==> config.mk <==
export PLATFORM = sky130hd
export DESIGN_NAME = column_limited_word_tokenizer_flat
export DESIGN_NICKNAME = d
export VERILOG_FILES = /design/src/hdl/cwt_pkg.sv /design/src/hdl/cwt_req_if.sv /design/src/hdl/cwt_rsp_if.sv /design/src/hdl/cwt_core.sv /design/src/hdl/cwt_rsp_fifo.sv /design/src/hdl/column_limited_word_tokenizer.sv /design/src/flat_wrapper.sv
export SDC_FILE = /design/constraint.sdc
export NUM_CORES = 1
export LEC_CHECK = 0
export BUFFER_PORTS_ARGS = -buffer_cell sky130_fd_sc_hd__buf_4
export CAP_MARGIN = 20
export CORE_MARGIN = 5
export CORE_UTILIZATION = 60
export DETAILED_ROUTE_END_ITERATION = 7
export PLACE_DENSITY = 0.78
export REMOVE_ABC_BUFFERS = 1
export SYNTH_ARGS = -nofsm -noshare
export SYNTH_HDL_FRONTEND = slang
export SYNTH_SLANG_ARGS = --single-unit
export TNS_END_PERCENT = 30
==> constraint.sdc <==
create_clock -name clock -period 8.53 [get_ports clock]
set_clock_uncertainty 0.05 [all_clocks]
set_input_delay 0 -clock clock [delete_from_list [all_inputs] [get_ports clock]]
set_output_delay 0 -clock clock [all_outputs]
set_load 0.02 [all_outputs]
==> src/hdl/cwt_pkg.sv <==
`timescale 1ns / 1ps
`default_nettype none

package cwt_pkg;

   localparam int LINE_COUNTER_BITS_DEFAULT = 32;

   localparam logic [7:0] CHAR_NEWLINE = 8'h0A;
   localparam logic [7:0] CHAR_CR      = 8'h0D;
   localparam logic [7:0] CHAR_SPACE   = 8'h20;
   localparam logic [7:0] CHAR_TAB     = 8'h09;
   localparam logic [7:0] CHAR_COMMA   = 8'h2C;

   localparam logic [7:0] COLUMN_LIMIT_RESET = 8'd80;
   localparam logic [7:0] COMMENT_MARK_RESET = 8'h25;
   localparam logic [7:0] JOIN_MARK_RESET    = 8'h3D;

   localparam int CSR_INDEX_BITS = 2;

   typedef enum logic [CSR_INDEX_BITS-1:0] {
      CSR_COLUMN_LIMIT = 2'd0,
      CSR_COMMENT_MARK = 2'd1,
      CSR_JOIN_MARK    = 2'd2
   } csr_index_type;

   typedef struct packed {
      logic [7:0] column_limit;
      logic [7:0] comment_mark;
      logic [7:0] join_mark;
   } cfg_type;

   typedef struct packed {
      logic [7:0]  out_char;
      logic        starts_token;
      logic [31:0] line_number;
      logic        stream_done;
   } rsp_word_type;

   // slot 0: released carriage return, slot 1: current byte, slot 2: done marker
   typedef struct packed {
      logic [2:0]         valid;
      rsp_word_type [2:0] word;
   } rsp_push_type;

endpackage

`default_nettype wire

==> src/hdl/cwt_req_if.sv <==
`timescale 1ns / 1ps
`default_nettype none

interface cwt_req_if;
   logic       valid;
   logic       ready;
   logic [7:0] in_char;
   logic       is_final_char;

   modport source (output valid, output in_char, output is_final_char, input ready);
   modport sink (input valid, input in_char, input is_final_char, output ready);
endinterface

`default_nettype wire

==> src/hdl/cwt_rsp_if.sv <==
`timescale 1ns / 1ps
`default_nettype none

interface cwt_rsp_if;
   logic        valid;
   logic        ready;
   logic [7:0]  out_char;
   logic        starts_token;
   logic [31:0] line_number;
   logic        stream_done;

   modport source (output valid, output out_char, output starts_token,
                   output line_number, output stream_done, input ready);
   modport sink (input valid, input out_char, input starts_token,
                 input line_number, input stream_done, output ready);
endinterface

`default_nettype wire

==> src/hdl/cwt_core.sv <==
`timescale 1ns / 1ps
`default_nettype none

module cwt_core #(
   parameter int LINE_COUNTER_BITS = cwt_pkg::LINE_COUNTER_BITS_DEFAULT
) (
   input  logic                  clock,
   input  logic                  reset,
   input  logic                  accept,
   input  logic [7:0]            in_char,
   input  logic                  is_final_char,
   input  cwt_pkg::cfg_type      cfg,
   output cwt_pkg::rsp_push_type push
);

   typedef struct packed {
      logic       comment_active;
      logic       word_active;
      logic       word_seen_in_line;
      logic [7:0] last_word_char;
   } line_state_type;

   typedef struct packed {
      line_state_type state;
      logic           emit;
      logic           start;
   } feed_result_type;

   localparam logic [LINE_COUNTER_BITS-1:0] LineOne = LINE_COUNTER_BITS'(1);

   line_state_type               line_state_ff, line_state_in;
   logic [7:0]                   column_count_ff, column_count_in;
   logic                         cr_held_ff, cr_held_in;
   logic [LINE_COUNTER_BITS-1:0] line_count_ff, line_count_in;

   function automatic logic [31:0] to_line32(input logic [LINE_COUNTER_BITS-1:0] v);
      logic [63:0] wide;
      wide = 64'(v);
      if (wide > 64'h0000_0000_FFFF_FFFF) begin
         return 32'hFFFF_FFFF;
      end
      return wide[31:0];
   endfunction

   // one byte within the limit and outside a comment
   function automatic feed_result_type feed(input line_state_type s, input logic [7:0] ch,
                                            input cwt_pkg::cfg_type c);
      feed_result_type r;
      r.state = s;
      r.emit  = 1'b0;
      r.start = 1'b0;
      if (ch == c.comment_mark) begin
         r.state.comment_active = 1'b1;
         r.state.word_active    = 1'b0;
      end else if (ch == cwt_pkg::CHAR_SPACE || ch == cwt_pkg::CHAR_TAB ||
                   ch == cwt_pkg::CHAR_COMMA) begin
         r.state.word_active = 1'b0;
      end else begin
         r.emit = 1'b1;
         if (!s.word_active) begin
            r.start = !(s.word_seen_in_line &&
                        (s.last_word_char == c.join_mark || ch == c.join_mark));
            r.state.word_active       = 1'b1;
            r.state.word_seen_in_line = 1'b1;
         end
         r.state.last_word_char = ch;
      end
      return r;
   endfunction

   feed_result_type cr_feed, char_feed;
   logic [31:0]     line_now;

   always_comb begin
      line_state_in   = line_state_ff;
      column_count_in = column_count_ff;
      cr_held_in      = cr_held_ff;
      line_count_in   = line_count_ff;
      line_now        = to_line32(line_count_ff);
      cr_feed         = '0;
      char_feed       = '0;
      push            = '0;

      if (in_char == cwt_pkg::CHAR_NEWLINE) begin
         line_state_in   = '0;
         column_count_in = '0;
         cr_held_in      = 1'b0;
         if (line_count_ff != '1) begin
            line_count_in = line_count_ff + LineOne;
         end
      end else begin
         if (cr_held_ff) begin
            cr_held_in    = 1'b0;
            cr_feed       = feed(line_state_in, cwt_pkg::CHAR_CR, cfg);
            line_state_in = cr_feed.state;
            push.valid[0] = cr_feed.emit;
         end
         if (column_count_ff < cfg.column_limit) begin
            column_count_in = column_count_ff + 8'd1;
            if (!line_state_in.comment_active) begin
               if (in_char == cwt_pkg::CHAR_CR) begin
                  cr_held_in = 1'b1;
               end else begin
                  char_feed     = feed(line_state_in, in_char, cfg);
                  line_state_in = char_feed.state;
                  push.valid[1] = char_feed.emit;
               end
            end
         end
      end

      push.word[0] = '{out_char: cwt_pkg::CHAR_CR, starts_token: cr_feed.start,
                       line_number: line_now, stream_done: 1'b0};
      push.word[1] = '{out_char: in_char, starts_token: char_feed.start,
                       line_number: line_now, stream_done: 1'b0};
      push.word[2] = '{out_char: 8'd0, starts_token: 1'b0,
                       line_number: to_line32(line_count_in), stream_done: 1'b1};
      push.valid[2] = is_final_char;

      if (is_final_char) begin
         line_state_in   = '0;
         column_count_in = '0;
         cr_held_in      = 1'b0;
         line_count_in   = LineOne;
      end

      if (!accept) begin
         push.valid = '0;
      end
   end

   always_ff @(posedge clock) begin
      if (reset) begin
         line_state_ff   <= '0;
         column_count_ff <= '0;
         cr_held_ff      <= 1'b0;
         line_count_ff   <= LineOne;
      end else if (accept) begin
         line_state_ff   <= line_state_in;
         column_count_ff <= column_count_in;
         cr_held_ff      <= cr_held_in;
         line_count_ff   <= line_count_in;
      end
   end

endmodule

`default_nettype wire

==> src/hdl/cwt_rsp_fifo.sv <==
`timescale 1ns / 1ps
`default_nettype none

module cwt_rsp_fifo (
   input  logic                  clock,
   input  logic                  reset,
   input  cwt_pkg::rsp_push_type push,
   output logic                  has_room,
   output logic                  out_valid,
   input  logic                  out_ready,
   output cwt_pkg::rsp_word_type out_word
);

   localparam int Depth     = 4;
   localparam int IndexBits = $clog2(Depth);

   cwt_pkg::rsp_word_type entry_ff [Depth];
   cwt_pkg::rsp_word_type entry_in [Depth];
   logic [IndexBits-1:0]  head_ff, head_in;
   logic [IndexBits-1:0]  tail_ff, tail_in;
   logic [IndexBits:0]    count_ff, count_in;
   logic [IndexBits-1:0]  slot_addr [3];
   logic [IndexBits:0]    push_count;
   logic                  pop;

   // three free slots take the worst case of one byte
   assign has_room  = count_ff <= (IndexBits+1)'(Depth - 3);
   assign out_valid = count_ff != '0;
   assign out_word  = entry_ff[head_ff];
   assign pop       = out_valid && out_ready;

   always_comb begin
      slot_addr[0] = tail_ff;
      slot_addr[1] = tail_ff + IndexBits'(push.valid[0]);
      slot_addr[2] = slot_addr[1] + IndexBits'(push.valid[1]);
      push_count   = (IndexBits+1)'(push.valid[0]) + (IndexBits+1)'(push.valid[1]) +
                     (IndexBits+1)'(push.valid[2]);
      for (int i = 0; i < Depth; i++) begin
         entry_in[i] = entry_ff[i];
         for (int s = 0; s < 3; s++) begin
            if (push.valid[s] && slot_addr[s] == IndexBits'(i)) begin
               entry_in[i] = push.word[s];
            end
         end
      end
      tail_in  = tail_ff + IndexBits'(push_count);
      head_in  = head_ff + IndexBits'(pop);
      count_in = count_ff + push_count - (IndexBits+1)'(pop);
   end

   always_ff @(posedge clock) begin
      for (int i = 0; i < Depth; i++) begin
         entry_ff[i] <= entry_in[i];
      end
   end

   always_ff @(posedge clock) begin
      if (reset) begin
         head_ff  <= '0;
         tail_ff  <= '0;
         count_ff <= '0;
      end else begin
         head_ff  <= head_in;
         tail_ff  <= tail_in;
         count_ff <= count_in;
      end
   end

endmodule

`default_nettype wire

==> src/hdl/column_limited_word_tokenizer.sv <==
`timescale 1ns / 1ps
`default_nettype none

// Tokenizes a text stream one byte per word on req_chan and returns token bytes on
// rsp_chan, each tagged with its line number and a token-start flag; the last byte of
// the stream is followed by a done marker. A byte is taken on a req_chan handshake;
// its words are registered into a four-entry result queue. While rsp_chan.ready is
// high the result port drains one word per clock, so the block runs at one byte per
// clock as long as each byte yields at most one word. A byte can yield up to three
// words (a released carriage return, the byte, the done marker), and req_chan.ready
// drops while the queue has fewer than three free entries. Registers are written
// through the csr_ port and must only change while the block is idle.
module column_limited_word_tokenizer #(
   parameter int LINE_COUNTER_BITS = cwt_pkg::LINE_COUNTER_BITS_DEFAULT
) (
   input  logic                               clock,
   input  logic                               reset,
   cwt_req_if.sink                            req_chan,
   cwt_rsp_if.source                          rsp_chan,
   input  logic                               csr_write_enable,
   input  logic [cwt_pkg::CSR_INDEX_BITS-1:0] csr_index,
   input  logic [7:0]                         csr_write_data
);

   cwt_pkg::cfg_type      cfg_ff;
   cwt_pkg::rsp_push_type push;
   cwt_pkg::rsp_word_type out_word;
   logic                  has_room;
   logic                  accept;

   always_ff @(posedge clock) begin
      if (reset) begin
         cfg_ff.column_limit <= cwt_pkg::COLUMN_LIMIT_RESET;
         cfg_ff.comment_mark <= cwt_pkg::COMMENT_MARK_RESET;
         cfg_ff.join_mark    <= cwt_pkg::JOIN_MARK_RESET;
      end else if (csr_write_enable) begin
         case (csr_index)
            cwt_pkg::CSR_COLUMN_LIMIT: cfg_ff.column_limit <= csr_write_data;
            cwt_pkg::CSR_COMMENT_MARK: cfg_ff.comment_mark <= csr_write_data;
            cwt_pkg::CSR_JOIN_MARK:    cfg_ff.join_mark    <= csr_write_data;
            default: begin
            end
         endcase
      end
   end

   assign req_chan.ready = has_room;
   assign accept         = req_chan.valid && has_room;

   cwt_core #(
      .LINE_COUNTER_BITS(LINE_COUNTER_BITS)
   ) u_core (
      .clock         (clock),
      .reset         (reset),
      .accept        (accept),
      .in_char       (req_chan.in_char),
      .is_final_char (req_chan.is_final_char),
      .cfg           (cfg_ff),
      .push          (push)
   );

   cwt_rsp_fifo u_rsp_fifo (
      .clock     (clock),
      .reset     (reset),
      .push      (push),
      .has_room  (has_room),
      .out_valid (rsp_chan.valid),
      .out_ready (rsp_chan.ready),
      .out_word  (out_word)
   );

   assign rsp_chan.out_char     = out_word.out_char;
   assign rsp_chan.starts_token = out_word.starts_token;
   assign rsp_chan.line_number  = out_word.line_number;
   assign rsp_chan.stream_done  = out_word.stream_done;

endmodule

`default_nettype wire
==> src/flat_wrapper.sv <==
// flat-port wrapper written by rule: the top's interface ports become plain ports
module column_limited_word_tokenizer_flat 
#(
   parameter int LINE_COUNTER_BITS = cwt_pkg::LINE_COUNTER_BITS_DEFAULT
)
  (clock, reset, csr_write_enable, csr_index, csr_write_data, req_chan_valid, req_chan_in_char, req_chan_is_final_char, req_chan_ready, rsp_chan_valid, rsp_chan_out_char, rsp_chan_starts_token, rsp_chan_line_number, rsp_chan_stream_done, rsp_chan_ready);
  cwt_req_if req_chan_i ();
  cwt_rsp_if rsp_chan_i ();
  input  logic clock;
  input  logic reset;
  input  logic csr_write_enable;
  input  logic [cwt_pkg::CSR_INDEX_BITS-1:0] csr_index;
  input  logic [7:0] csr_write_data;
  input wire logic [$bits(req_chan_i.valid)-1:0] req_chan_valid;
  input wire logic [$bits(req_chan_i.in_char)-1:0] req_chan_in_char;
  input wire logic [$bits(req_chan_i.is_final_char)-1:0] req_chan_is_final_char;
  output wire logic [$bits(req_chan_i.ready)-1:0] req_chan_ready;
  output wire logic [$bits(rsp_chan_i.valid)-1:0] rsp_chan_valid;
  output wire logic [$bits(rsp_chan_i.out_char)-1:0] rsp_chan_out_char;
  output wire logic [$bits(rsp_chan_i.starts_token)-1:0] rsp_chan_starts_token;
  output wire logic [$bits(rsp_chan_i.line_number)-1:0] rsp_chan_line_number;
  output wire logic [$bits(rsp_chan_i.stream_done)-1:0] rsp_chan_stream_done;
  input wire logic [$bits(rsp_chan_i.ready)-1:0] rsp_chan_ready;
  assign req_chan_i.valid = req_chan_valid;
  assign req_chan_i.in_char = req_chan_in_char;
  assign req_chan_i.is_final_char = req_chan_is_final_char;
  assign req_chan_ready = req_chan_i.ready;
  assign rsp_chan_valid = rsp_chan_i.valid;
  assign rsp_chan_out_char = rsp_chan_i.out_char;
  assign rsp_chan_starts_token = rsp_chan_i.starts_token;
  assign rsp_chan_line_number = rsp_chan_i.line_number;
  assign rsp_chan_stream_done = rsp_chan_i.stream_done;
  assign rsp_chan_i.ready = rsp_chan_ready;
  column_limited_word_tokenizer #(.LINE_COUNTER_BITS(LINE_COUNTER_BITS)) u_core (.clock(clock), .reset(reset), .req_chan(req_chan_i), .rsp_chan(rsp_chan_i), .csr_write_enable(csr_write_enable), .csr_index(csr_index), .csr_write_data(csr_write_data));
endmodule
# Word level (Yosys, flattened, before mapping)
# Memory sizes are Yosys's and may differ from the RTL's. A register that Yosys moved wholly into a read port is not among the register bits.
# Index checks and enable logic that the tools add are counted.
[totals]
ram_bits = 168
word_cells = 140
memories = 1
input_bits = 24
regBits = 83
[mem_list]
columns = ["name", "words", "width", "read_ports", "rd_clocked_by_memory_dff", "wr", "line_no", "source"]
rows = [
  ["u_core.u_rsp_fifo.entry_ff", 4, 42, 1, 1, 4, "cwt_rsp_fifo.sv:17", "cwt_pkg::rsp_word_type entry_ff [Depth];"],
]
[op_classes]
eq_ne = 27
magnitude_cmp = 2
addsub = 10
reduce_logical = 32
muxes = 55
[ops]
columns = ["cell", "count"]
rows = [
  ["2-to-1 mux 42 bit", 12],
  ["2-to-1 mux 11 bit", 10],
  ["2-to-1 mux 32 bit", 3],
  ["adder 32 x 1 -> 32 bit (second input constant)", 1],
  ["== test 8 bit", 4],
  ["!= test 32 bit (second input constant)", 1],
  ["== test 8 x 4 -> 1 bit (second input constant)", 3],
  ["2-to-1 mux 1 bit", 24],
  ["2-to-1 mux 8 bit", 3],
  ["== test 4 x 8 -> 1 bit (first input constant)", 2],
  ["== test 8 x 6 -> 1 bit (second input constant)", 2],
  ["logical AND 1 bit", 16],
  ["== test 2 bit (second input constant)", 7],
  ["!= test 3 bit (second input constant)", 4],
  ["adder 8 x 1 -> 8 bit (second input constant)", 1],
  ["== test 2 x 1 -> 1 bit (second input constant)", 4],
  ["logical NOT 2 bit", 4],
  ["< comparator 8 bit", 1],
  ["AND reduction 2 bit", 4],
  ["adder 2 x 1 -> 2 bit", 3],
  ["nonzero test 3 bit", 2],
  ["logical OR 1 bit", 4],
  ["2-to-1 mux 2 bit", 2],
  ["adder 2 x 1 -> 3 bit", 1],
  ["other kinds (7)", 8],
]

# Depth between registers and ports, before layout
# Gate-level depths: netlist of the first run.
[depth]
word_depth = 25
ltp_mapped = 17

# Modules after synthesis
# A second synthesis of the first run with hierarchy kept.
[unflattened]
cells_unflattened = 1719
hier_area_um2 = 16011.6
[by_module_without_submodules]
columns = ["mod", "cells_per_inst", "instances", "area_each_um2"]
rows = [
  ["cwt_rsp_fifo", 1078, 1, 10737.8],
  ["cwt_core", 543, 1, 4277.9],
  ["column_limited_word_tokenizer", 98, 1, 996.0],
]

# Worst setup path after synthesis of the first run
# Ideal clock, no wire load.
[synth_path]
kind = "reg-to-reg"
start = "register u_core.u_core.column_count_ff[4]"
end = "memory u_core.u_rsp_fifo.entry_ff[2][0] in the netlist's numbering (enable)"
stages_incl_launch_ff = 12
required_ps = 7822
path_slack_ps = 4209
setup_time_ps = 658
t_arrival_ps = 3612
path_cell_list = "dfxtp_1 -> ha_1 -> and4_1 -> o21ai_0 -> o211a_1 -> o211ai_1 -> nor3_1 -> ha_1 -> xnor2_1 -> nand2_1 -> clkbuf_1 -> o211ai_1"
[synth_lines]
columns = ["element", "line_no", "source"]
rows = [
  ["start, declared", "cwt_core.sv:32", "logic [7:0] column_count_ff, column_count_in;"],
  ["start signal, assigned", "cwt_core.sv:140", "column_count_ff <= column_count_in;"],
  ["end, declared", "cwt_rsp_fifo.sv:17", ""],
]

==> results.toml, run 1 <==
[worst_setup_path]
start_kind = "flip-flop"
crit_path_cell_trace = "ha_1 -> and4_1 -> o21ai_0 -> o211a_1 -> o211ai_1 -> nor3_1 -> ha_1 -> xnor2_1 -> nand2_1 -> inv_1 -> or3_2 -> buf_4"
worst_path_most_repeated_cell = "ha_1"
crit_arrival_ps = 5670
crit_fanout = 23
required_ps = 8730
max_stage_delay_ps = 920
worstSetupEndpointType = "flip-flop"
crit_type = "reg2reg"
slowest_stage = "or3_2"

[global_route]
use_met1_pct = 33.1
grtUsageMet2_pct = 45.1
antenna_found_initial = 0
grt_pass1_vias = 9598
grt_most_used_layer = "met2"
track_usage_pct = 25.8
grt.overflow.total = 0
grt_pass1_wl_um = 50800
grt_start_max_net_pins = 51
grt_use_met3_pct = 3.14

[layout]
layout_common_cells = "168 x edfxtp_1, 126 x nor2_1, 108 x nand2_1, 91 x xor2_1, 81 x dfxtp_1"
area_growth_syn_to_layout_pct = 13.6
stdcell_count = 1546
nFillCells = 1533
regArea_um2 = 6710
drive_gt1_share_pct = 14.8
antennaDiodeCount = 0
layout_commonest_cell = "edfxtp_1"
multiInputGateArea_um2 = 5930
nNetsFinal = 1288

[synthesis]
ys_ff_latch = 251
yosysSeqAreaShare_pct = 51.0
async_flop_share_pct = 0
yosysWarnings = 0
synth_edf_count = 168
synth.cell_area_um2 = 13100
synth_area_per_cell_um2 = 10.9
syn_inst = 1203
synth_top_area_share_pct = 38.4
ys_top_cells_by_area = "edfxtp_1 38%, dfxtp_1 13%, mux4_2 7.2%, xor2_1 6.1%, xnor2_1 4.3%"
synth-main-ff-cell = "edfxtp_1"
synth.distinct_cells = 78
synth_top_area_cell = "edfxtp_1"

[clock_tree]
post-cts-setup-buffer-count = 0
cts_tree = "done"
cts.clk_slew.worst_paths_ps = 60
cts_buffer_depth = 3
cts_sinks = 251
htree_num_levels = 1
root_buffer = "clkbuf_16"
numCtsBuffers = 26
insertion_delay_ps = 540

[timing]
setup_viol_count_final = 0
hold_ws_ps = 231
fin_crit_sh_pct = 64.1
tightest_slew_ps = 1110
slew_viol_final = 0
rsz0062_at_grt = "no"
hold_viol = 0
setup_tns_ps = 0
max_freq_ghz = 0.183
relSlewSlack_pct = 25.4
fin_crit_ps = 5470

[hold_path]
hp-class = "in2reg"

[run_status]
outcome = "finished, final reports clean"

[power]
ir_drop_uv = 153
finalPower_mw = 3.88
leakagePower_nw = 5.68
power-per-cell-area_nw_per_um2 = 260

[die]
io_pins = 68
die_w_um = 158
fp.dieH_um = 158
rows = 54
core-area_um2 = 21700
die_area_um2 = 25000
initial_core_util_pct = 60.6

[routing]
wl_per_cell_um = 20.5
via_count = 9525
wl_um = 31800
viasPerCell = 6.16
initialDrtViolationCount = 902
postRouteAntennaNets = 0
firstDrtPassIters = 5
drc_errors = 0

[placed_design]
gp_congestion = 0.903
io_buffers = 67
dp_cells = 1465
place_hpwl_um = 20200

[run]
maxCapViolCount = 0
[state kept, by name, indices dropped and copies added (netlist names)]
register                       cells
u_core.u_rsp_fifo.head_ff          2
u_core.u_core.line_state_ff       11
u_core.u_rsp_fifo.entry_ff       168
u_core.u_rsp_fifo.count_ff         3
u_core.u_rsp_fifo.tail_ff          2
u_core.u_core.column_count_ff      8
u_core.u_core.line_count_ff       32
u_core.cfg_ff                     24
u_core.u_core.cr_held_ff           1
[cell type report]
type	count	share of cell area, %
Clock buffer	33	4.67
Clock inverter	15	1.20
Inverter	33	0.830
Multi-Input combinational cell	821	39.7
Sequential cell	251	44.9
Tap cell	280	2.35
Timing Repair Buffer	113	6.26
[through the flow]
stage	utilization, %	setup slack [ps]	cell area, um2
floorplan	-	3740	12800
global placement	63.2	3110	13700
detailed placement	63.2	2840	13700
CTS	68.7	2820	14900
global route	68.8	2690	14900
finish	68.8	3060	14900
[synth_stat cells (12+ instances only)]
master    instances
dfxtp_1          83
mux4_2           42
mux2i_1          14
nand2_1         108
o21ai_0          29
nand4_1          14
and2_1           12
nor2_1          126
xor2_1           91
nand3_1          31
a21oi_1          51
clkbuf_1         70
nor3_1           14
xnor2_1          65
ha_1             16
and3_1           27
edfxtp_1        168
or3_1            16
inv_1            32
buf_1            17
[where the power goes]
part / leakage (nW) / internal, mW / switching [mW]
Clock: 0.425 / 0.697 / 0.468
Sequential: 2.30 / 1.54 / 0.0976
Combinational: 2.95 / 0.453 / 0.625
[cell families (layout without fill, tap and decap cells)]
logic type	count (synthesis)	in the layout	synth area share, %
AOI/OAI and AO/OA	166	166	8.21
buffers and inverters	131	194	3.87
xor gates and xnor gates	156	156	10.4
adders and majority gates	18	18	1.83
muxes	59	59	8.52
DFF	251	251	51.0
and+or+nand+nor	422	422	16.1
[worst paths after layout]
kind | slack [ps] | from | depth (start not counted) | to
worst max-delay path | 3060 | u_core.u_core.column_count_ff[4]$_SDFFE_PP0P_ | 12 | u_core.u_rsp_fifo.entry_ff[0][18]$_DFFE_PP_
worst min register to register | 430 | u_core.u_core.column_count_ff[7]$_SDFFE_PP0P_ | 2 | u_core.u_core.column_count_ff[7]$_SDFFE_PP0P_
worst min-delay path | 230 | csr_write_data[7] | 4 | u_core.cfg_ff[15]$_SDFFE_PP0P_
worst max register to register | 3060 | u_core.u_core.column_count_ff[4]$_SDFFE_PP0P_ | 12 | u_core.u_rsp_fifo.entry_ff[0][18]$_DFFE_PP_
[timing repair]
item / CTS / global route
hold endpoints to repair: 93 / 0
gates resized for setup: 0 / 0
hold buffers: 30 / 0
[layer usage]
| metal | wire length (um) | up-vias |
|---|---|---|
| li1 | - | 4433 |
| met1 | 12600 | 4570 |
| met2 | 15700 | 437 |
| met3 | 2380 | 85 |
| met4 | 1080 | 0 |
| met5 | 0 | - |
[critical path: cells and delay by family, from the launching register on]
family	cells	cell delay [ps]
compound gates	3	1090
flops	1	350
xor+xnor	1	150
fa+ha+maj	2	600
simple gates	4	1980
buf+inv	2	950
Note: power is estimated with default switching activity, not from simulation.
==> run 2: changes to the inputs <==
--- a/config.mk
+++ b/config.mk
@@ -5,12 +5,13 @@
 export SDC_FILE = /design/constraint.sdc
 export NUM_CORES = 1
 export LEC_CHECK = 0
+export ABC_AREA = 1
 export BUFFER_PORTS_ARGS = -buffer_cell sky130_fd_sc_hd__buf_4
 export CAP_MARGIN = 20
 export CORE_MARGIN = 5
-export CORE_UTILIZATION = 60
+export CORE_UTILIZATION = 56
 export DETAILED_ROUTE_END_ITERATION = 7
-export PLACE_DENSITY = 0.78
+export PLACE_DENSITY = 0.77
 export REMOVE_ABC_BUFFERS = 1
 export SYNTH_ARGS = -nofsm -noshare
 export SYNTH_HDL_FRONTEND = slang
==> constraint.sdc (replaced) <==
create_clock -name clock -period 5 [get_ports clock]
set_clock_uncertainty 0.05 [all_clocks]
set_input_delay 0 -clock clock [delete_from_list [all_inputs] [get_ports clock]]
set_output_delay 0 -clock clock [all_outputs]
set_load 0.02 [all_outputs]
==> results.toml, run 2 <==
[run_status]
outcome = "finished, final reports clean"

[run]
maxCapViolCount = 0

[layout]
nNetsFinal = 1725
layout_commonest_cell = "nand2_1"
finish.instance_area_um2 = 15700
antennaDiodeCount = 0
area_growth_syn_to_layout_pct = 13.7
drive_gt1_share_pct = 14.6
top_regs = "u_core.u_rsp_fifo.entry_ff: 168 flops, u_core.u_core.line_count_ff: 32 flops, u_core.cfg_ff: 24 flops"
top_register = "u_core.u_rsp_fifo.entry_ff"
layout_common_cells = "254 x nand2_1, 211 x o21ai_0, 168 x edfxtp_1, 162 x nand3_1, 154 x nor2_1"
fin_util_pct = 64.6
largest_reg_flops = 168

[timing]
max_freq_ghz = 0.233
hold_viol = 0
slew_viol_final = 0
fin_crit_sh_pct = 85.7
rsz0062_at_grt = "no"
setup_tns_ps = 0
fin_crit_ps = 4280
setup_viol_count_final = 0
relSlewSlack_pct = 35.5
tightest_slew_ps = 964

[synthesis]
synth_commonest_cells = "258 x nand2_1, 211 x o21ai_0, 168 x edfxtp_1"
async_flop_share_pct = 0
ys_top_cells_by_area = "edfxtp_1 36%, dfxtp_1 12%, o21ai_0 7.6%, nand2_1 7.0%, nand3_1 5.9%"
synth_area_per_cell_um2 = 8.51
synth_edf_count = 168
synth_top_area_cell = "edfxtp_1"
synth.distinct_cells = 48
syn_inst = 1625
synth-main-ff-cell = "edfxtp_1"
yosysSeqAreaShare_pct = 48.5
ys_ff_latch = 251
synth.cell_area_um2 = 13800
yosys.cell_count.top_type = "nand2_1"
yosysWarnings = 0
synth_top_area_share_pct = 36.5

[placed_design]
gp_congestion = 0.940
place_hpwl_um = 23800
place_area_um2 = 14400
io_buffers = 67

[power]
power-per-cell-area_nw_per_um2 = 443
leakagePower_nw = 5.77
ir_drop_uv = 291
finalPower_mw = 6.96

[routing]
postRouteAntennaNets = 0
firstDrtPassIters = 5
initialDrtViolationCount = 1298
wl_met1_um = 15100
met2_length_um = 18000
wl_per_cell_um = 18.1
via_count = 12068
viasPerCell = 5.95
drc_errors = 0
highest_layer = "met4"
dr_wl_met3_um = 2620
wl_um = 36800

[worst_setup_path]
max_stage_delay_ps = 600
cp_top_family = "simple AND/OR/NAND/NOR gates"
required_ps = 5190
crit_fanout = 24
worst_path_most_repeated_cell = "nand2_1"
slowest_stage = "nand2_2"
crit_type = "reg2reg"
crit_path_cell_trace = "inv_1 -> nand2_1 -> nor2_1 -> nand2_1 -> nand2_1 -> nor3_2 -> ha_1 -> ha_1 -> or2_4 -> nand2_4 -> inv_2 -> nor2_4 -> inv_2 -> nand2_1 -> inv_1 -> nand2_2 -> buf_4"
regToRegSetupSlack_ps = 720
path_buf_inv = 5
crit_arrival_ps = 4470
worstSetupEndpointType = "flip-flop"
start_kind = "flip-flop"

[hold_path]
hp-class = "in2reg"

[global_route]
antenna_found_initial = 0
grt_pass1_vias = 11586
grt.overflow.total = 0
grt_start_max_net_pins = 87
track_usage_pct = 25.4
grt_pass1_wl_um = 58900

[clock_tree]
cts_buffer_depth = 3
cts_resized = 0
insertion_delay_ps = 540
cts.clk_slew.worst_paths_ps = 60
post-cts-setup-buffer-count = 0
htree_num_levels = 1
root_buffer = "clkbuf_16"
cts_tree = "done"
cts_sinks = 251
postCtsHoldBufs = 41
numCtsBuffers = 26

[die]
initial_core_util_pct = 56.8
io_pins = 68
die_area_um2 = 27900
rows = 57
core-area_um2 = 24300
fp.dieH_um = 167
die_w_um = 167
## run 2: changes by cell type in the layout (fill, tap and decap cells not counted), moves of 28 or more
cell,delta
nor2_1,+28
o21ai_0,+182
mux4_2,-42
xnor2_1,-50
o21ai_1,+34
nand3_1,+131
nand2_1,+146
xor2_1,-54
inv_1,+65
o22ai_1,+34
## run 2: routing by layer
| metal | up-vias | track usage, % |
|---|---|---|
| li1 | 5748 | - |
| met1 | 5726 | 33.1 |
| met2 | 508 | 43.9 |
| met3 | 86 | 3.51 |
| met4 | 0 | 8.54 |
| met5 | - | 0 |
## run 2: cell type report
class | instances | area [um2]
clock buffer | 32 | 724
timing repair buffer | 128 | 1080
clock inverter | 16 | 203
tap | 324 | 405
sequential | 251 | 6710
fill | 1987 | 8600
multi-input combinational | 1152 | 6140
inverter | 124 | 465
## run 2: path summary, 6_finish.rpt
path,startpoint,endpoint,cells after the start
worst min register to register,u_core.cfg_ff[17]$_SDFFE_PP0P_,u_core.cfg_ff[17]$_SDFFE_PP0P_,2
worst max register to register,u_core.cfg_ff[14]$_SDFFE_PP0P_,u_core.u_rsp_fifo.entry_ff[0][25]$_DFFE_PP_,17
worst max-delay path,u_core.cfg_ff[14]$_SDFFE_PP0P_,u_core.u_rsp_fifo.entry_ff[0][25]$_DFFE_PP_,17
worst min-delay path,rsp_chan_ready,u_core.u_rsp_fifo.head_ff[0]$_SDFF_PP0_,5
## run 2: logic make-up after synthesis
| group | synth area share, % |
|---|---|
| AOI/OAI and AO/OA | 14.9 |
| xor gates and xnor gates | 3.53 |
| adders and majority gates | 1.74 |
| buffers and inverters | 7.17 |
| DFF | 48.5 |
| and+or+nand+nor | 24.2 |
## run 2: worst register-to-register path, cell delays in order (launching register included)
cell and delay [ps]:
dfxtp_1 340, inv_1 60, nand2_1 90, nor2_1 60, nand2_1 70, nand2_1 390
nor3_2 520, ha_1 360, ha_1 210, or2_4 260, nand2_4 100, inv_2 80
nor2_4 110, inv_2 110, nand2_1 140, inv_1 80, nand2_2 600, buf_4 330
## run 2: metrics by stage
step	setup slack [ps]	hold slack [ps]	cells
2_1_floorplan	75.9	16.7	1527
3_3_place_gp	1000	177	1938
3_5_place_dp	885	179	1938
4_1_cts	797	37.8	2027
5_1_grt	482	74.6	2027
6_report	716	41.2	2027
## run 2: power breakdown
group	total, mW	switching [mW]	leakage (nW)	internal (mW)
clock	2.10	0.858	0.456	1.25
sequential	2.73	0.117	2.34	2.61
combinational	2.13	1.43	2.97	0.696
==> run 3: changes to the inputs <==
--- a/config.mk
+++ b/config.mk
@@ -13,6 +13,7 @@
 export DETAILED_ROUTE_END_ITERATION = 7
 export PLACE_DENSITY = 0.77
 export REMOVE_ABC_BUFFERS = 1
+export SLEW_MARGIN = 20
 export SYNTH_ARGS = -nofsm -noshare
 export SYNTH_HDL_FRONTEND = slang
 export SYNTH_SLANG_ARGS = --single-unit
==> constraint.sdc (replaced) <==
create_clock -name clock -period 5 [get_ports clock]
set_clock_uncertainty 0.05 [all_clocks]
set_input_delay 0.5 -clock clock [delete_from_list [all_inputs] [get_ports clock]]
set_output_delay 0.5 -clock clock [all_outputs]
set_load 0.02 [all_outputs]
==> results.toml, run 3 (same netlist as run 2, synthesis figures left out) <==
[run_status]
outcome = "finished, final reports clean"

[global_route]
grt.overflow.total = 0
track_usage_pct = 24.6
antenna_found_initial = 0
grt_start_max_net_pins = 86
grt_pass1_wl_um = 56900
grt_pass1_vias = 11322

[clock_tree]
postCtsHoldBufs = 0
cts_sinks = 251
cts_buffer_depth = 3
root_buffer = "clkbuf_16"
insertion_delay_ps = 540
numCtsBuffers = 28
cts_resized = 0
htree_num_levels = 1
cts_tree = "done"
post-cts-setup-buffer-count = 0
cts.clk_slew.worst_paths_ps = 60

[power]
ir_drop_uv = 292
p_switching_mw = 2.35
power-per-cell-area_nw_per_um2 = 445
switching_share_pct = 34.6
pwr-share-clk_pct = 29.0
leakagePower_nw = 5.57
power.share.sequential_pct = 40.1
p_int_mw = 4.45
finalPower_mw = 6.80
p_comb_share_pct = 30.9

[die]
fp.dieH_um = 167
die_w_um = 167
rows = 57
core-area_um2 = 24300
initial_core_util_pct = 56.8
io_pins = 68
die_area_um2 = 27900

[worst_setup_path]
cp_num_cells = 17
crit_fanout = 22
crit_type = "reg2reg"
required_ps = 5230
max_stage_delay_ps = 420
rr_startpoint = "u_core.cfg_ff[14]$_SDFFE_PP0P_"
reg2reg_depth = 17
path_buf_inv = 5
crit_path_start = "u_core.cfg_ff[14]$_SDFFE_PP0P_"
cp_top_family = "simple AND/OR/NAND/NOR gates"
slowest_stage = "nor3_2"
worst_path_most_repeated_cell = "nand2_1"
crit_path_cell_trace = "inv_1 -> nand2_1 -> nor2_1 -> nand2_1 -> nand2_1 -> buf_4 -> nor3_2 -> ha_1 -> ha_1 -> or2_4 -> nand2_4 -> nor2_4 -> inv_1 -> nand2_1 -> inv_1 -> nand2_2 -> buf_12"
crit_arrival_ps = 4130
start_kind = "flip-flop"
worstSetupEndpointType = "flip-flop"

[layout]
multiInputGateArea_um2 = 6140
antennaDiodeCount = 0
regArea_um2 = 6710
layout_common_cells = "254 x nand2_1, 211 x o21ai_0, 168 x edfxtp_1, 162 x nand3_1, 154 x nor2_1"
fin_util_pct = 62.8
nFillCells = 2040
area_growth_syn_to_layout_pct = 10.5
drive_gt1_share_pct = 14.5
largest_reg_flops = 168
layout_commonest_cell = "nand2_1"
nNetsFinal = 1684
top_register = "u_core.u_rsp_fifo.entry_ff"
top_regs = "u_core.u_rsp_fifo.entry_ff: 168 flops, u_core.u_core.line_count_ff: 32 flops, u_core.cfg_ff: 24 flops"

[routing]
postRouteAntennaNets = 0
firstDrtPassIters = 6
wl_um = 35100
wl_per_cell_um = 17.7
viasPerCell = 5.89
drc_errors = 0
initialDrtViolationCount = 1150
via_count = 11711

[timing]
relSlewSlack_pct = 38.8
slew_viol_final = 0
hold_ws_ps = 148
rsz0062_at_grt = "no"
setup_viol_count_final = 0
setup_tns_ps = 0
fin_crit_sh_pct = 77.9
fin_crit_ps = 3900
hold_viol = 0
tightest_slew_ps = 915
max_freq_ghz = 0.257

[placed_design]
gp_congestion = 0.977
io_buffers = 67
place_hpwl_um = 23700

[hold_path]
hold_path_depth = 3
hp-class = "in2reg"
holdCritStartpoint = "csr_write_data[0]"

[run]
maxCapViolCount = 0
run 3: power groups by stage:
stage | combinational, mW | sequential [mW] | clock [mW]
3_3_place_gp | 2.07 | 2.76 | 0
2_1_floorplan | 1.22 | 2.79 | 0
4_1_cts | 2.12 | 2.72 | 2.00
5_1_grt | 2.29 | 2.75 | 2.09
3_5_place_dp | 2.11 | 2.77 | 0
6_report | 2.10 | 2.72 | 1.97
run 3: routing by layer:
layer | vias to the layer above | global-route usage [%] | part of all wire [%]
li1 | 5667 | - | -
met1 | 5522 | 31.3 | 41
met2 | 428 | 42.6 | 49
met3 | 94 | 3.96 | 7.2
met4 | 0 | 9.00 | 3.2
met5 | - | 0 | 0
run 3: per-stage QoR:
stage                     worst slack [ps]  area, um2  cells
after floorplan                       -317      13300   1527
after global placement                1310      14400   1936
after detailed placement              1140      14400   1936
after CTS                             1150      15300   1988
after global routing                   874      15300   1988
final                                 1100      15300   1988
run 3: final cells by class:
class / instances / area share [%]
clock inverter: 10 / 0.532
clock buffer: 42 / 5.27
multi-input combinational: 1152 / 40.2
tap: 324 / 2.65
sequential: 251 / 43.9
timing repair buffer: 85 / 4.42
inverter: 124 / 3.05
run 3: final timing paths:
check                           slack, ps                                          to
worst max-delay path                 1100  u_core.u_rsp_fifo.entry_ff[3][2]$_DFFE_PP_
worst min-delay path                  150               u_core.cfg_ff[8]$_SDFFE_PP1P_
worst max register to register       1100  u_core.u_rsp_fifo.entry_ff[3][2]$_DFFE_PP_
worst min register to register        410              u_core.cfg_ff[17]$_SDFFE_PP0P_
run 3: tightest hold or removal path, cell delays in order:
cell and delay, ps:
buf_4 100, nand2_1 50, nand3_1 50
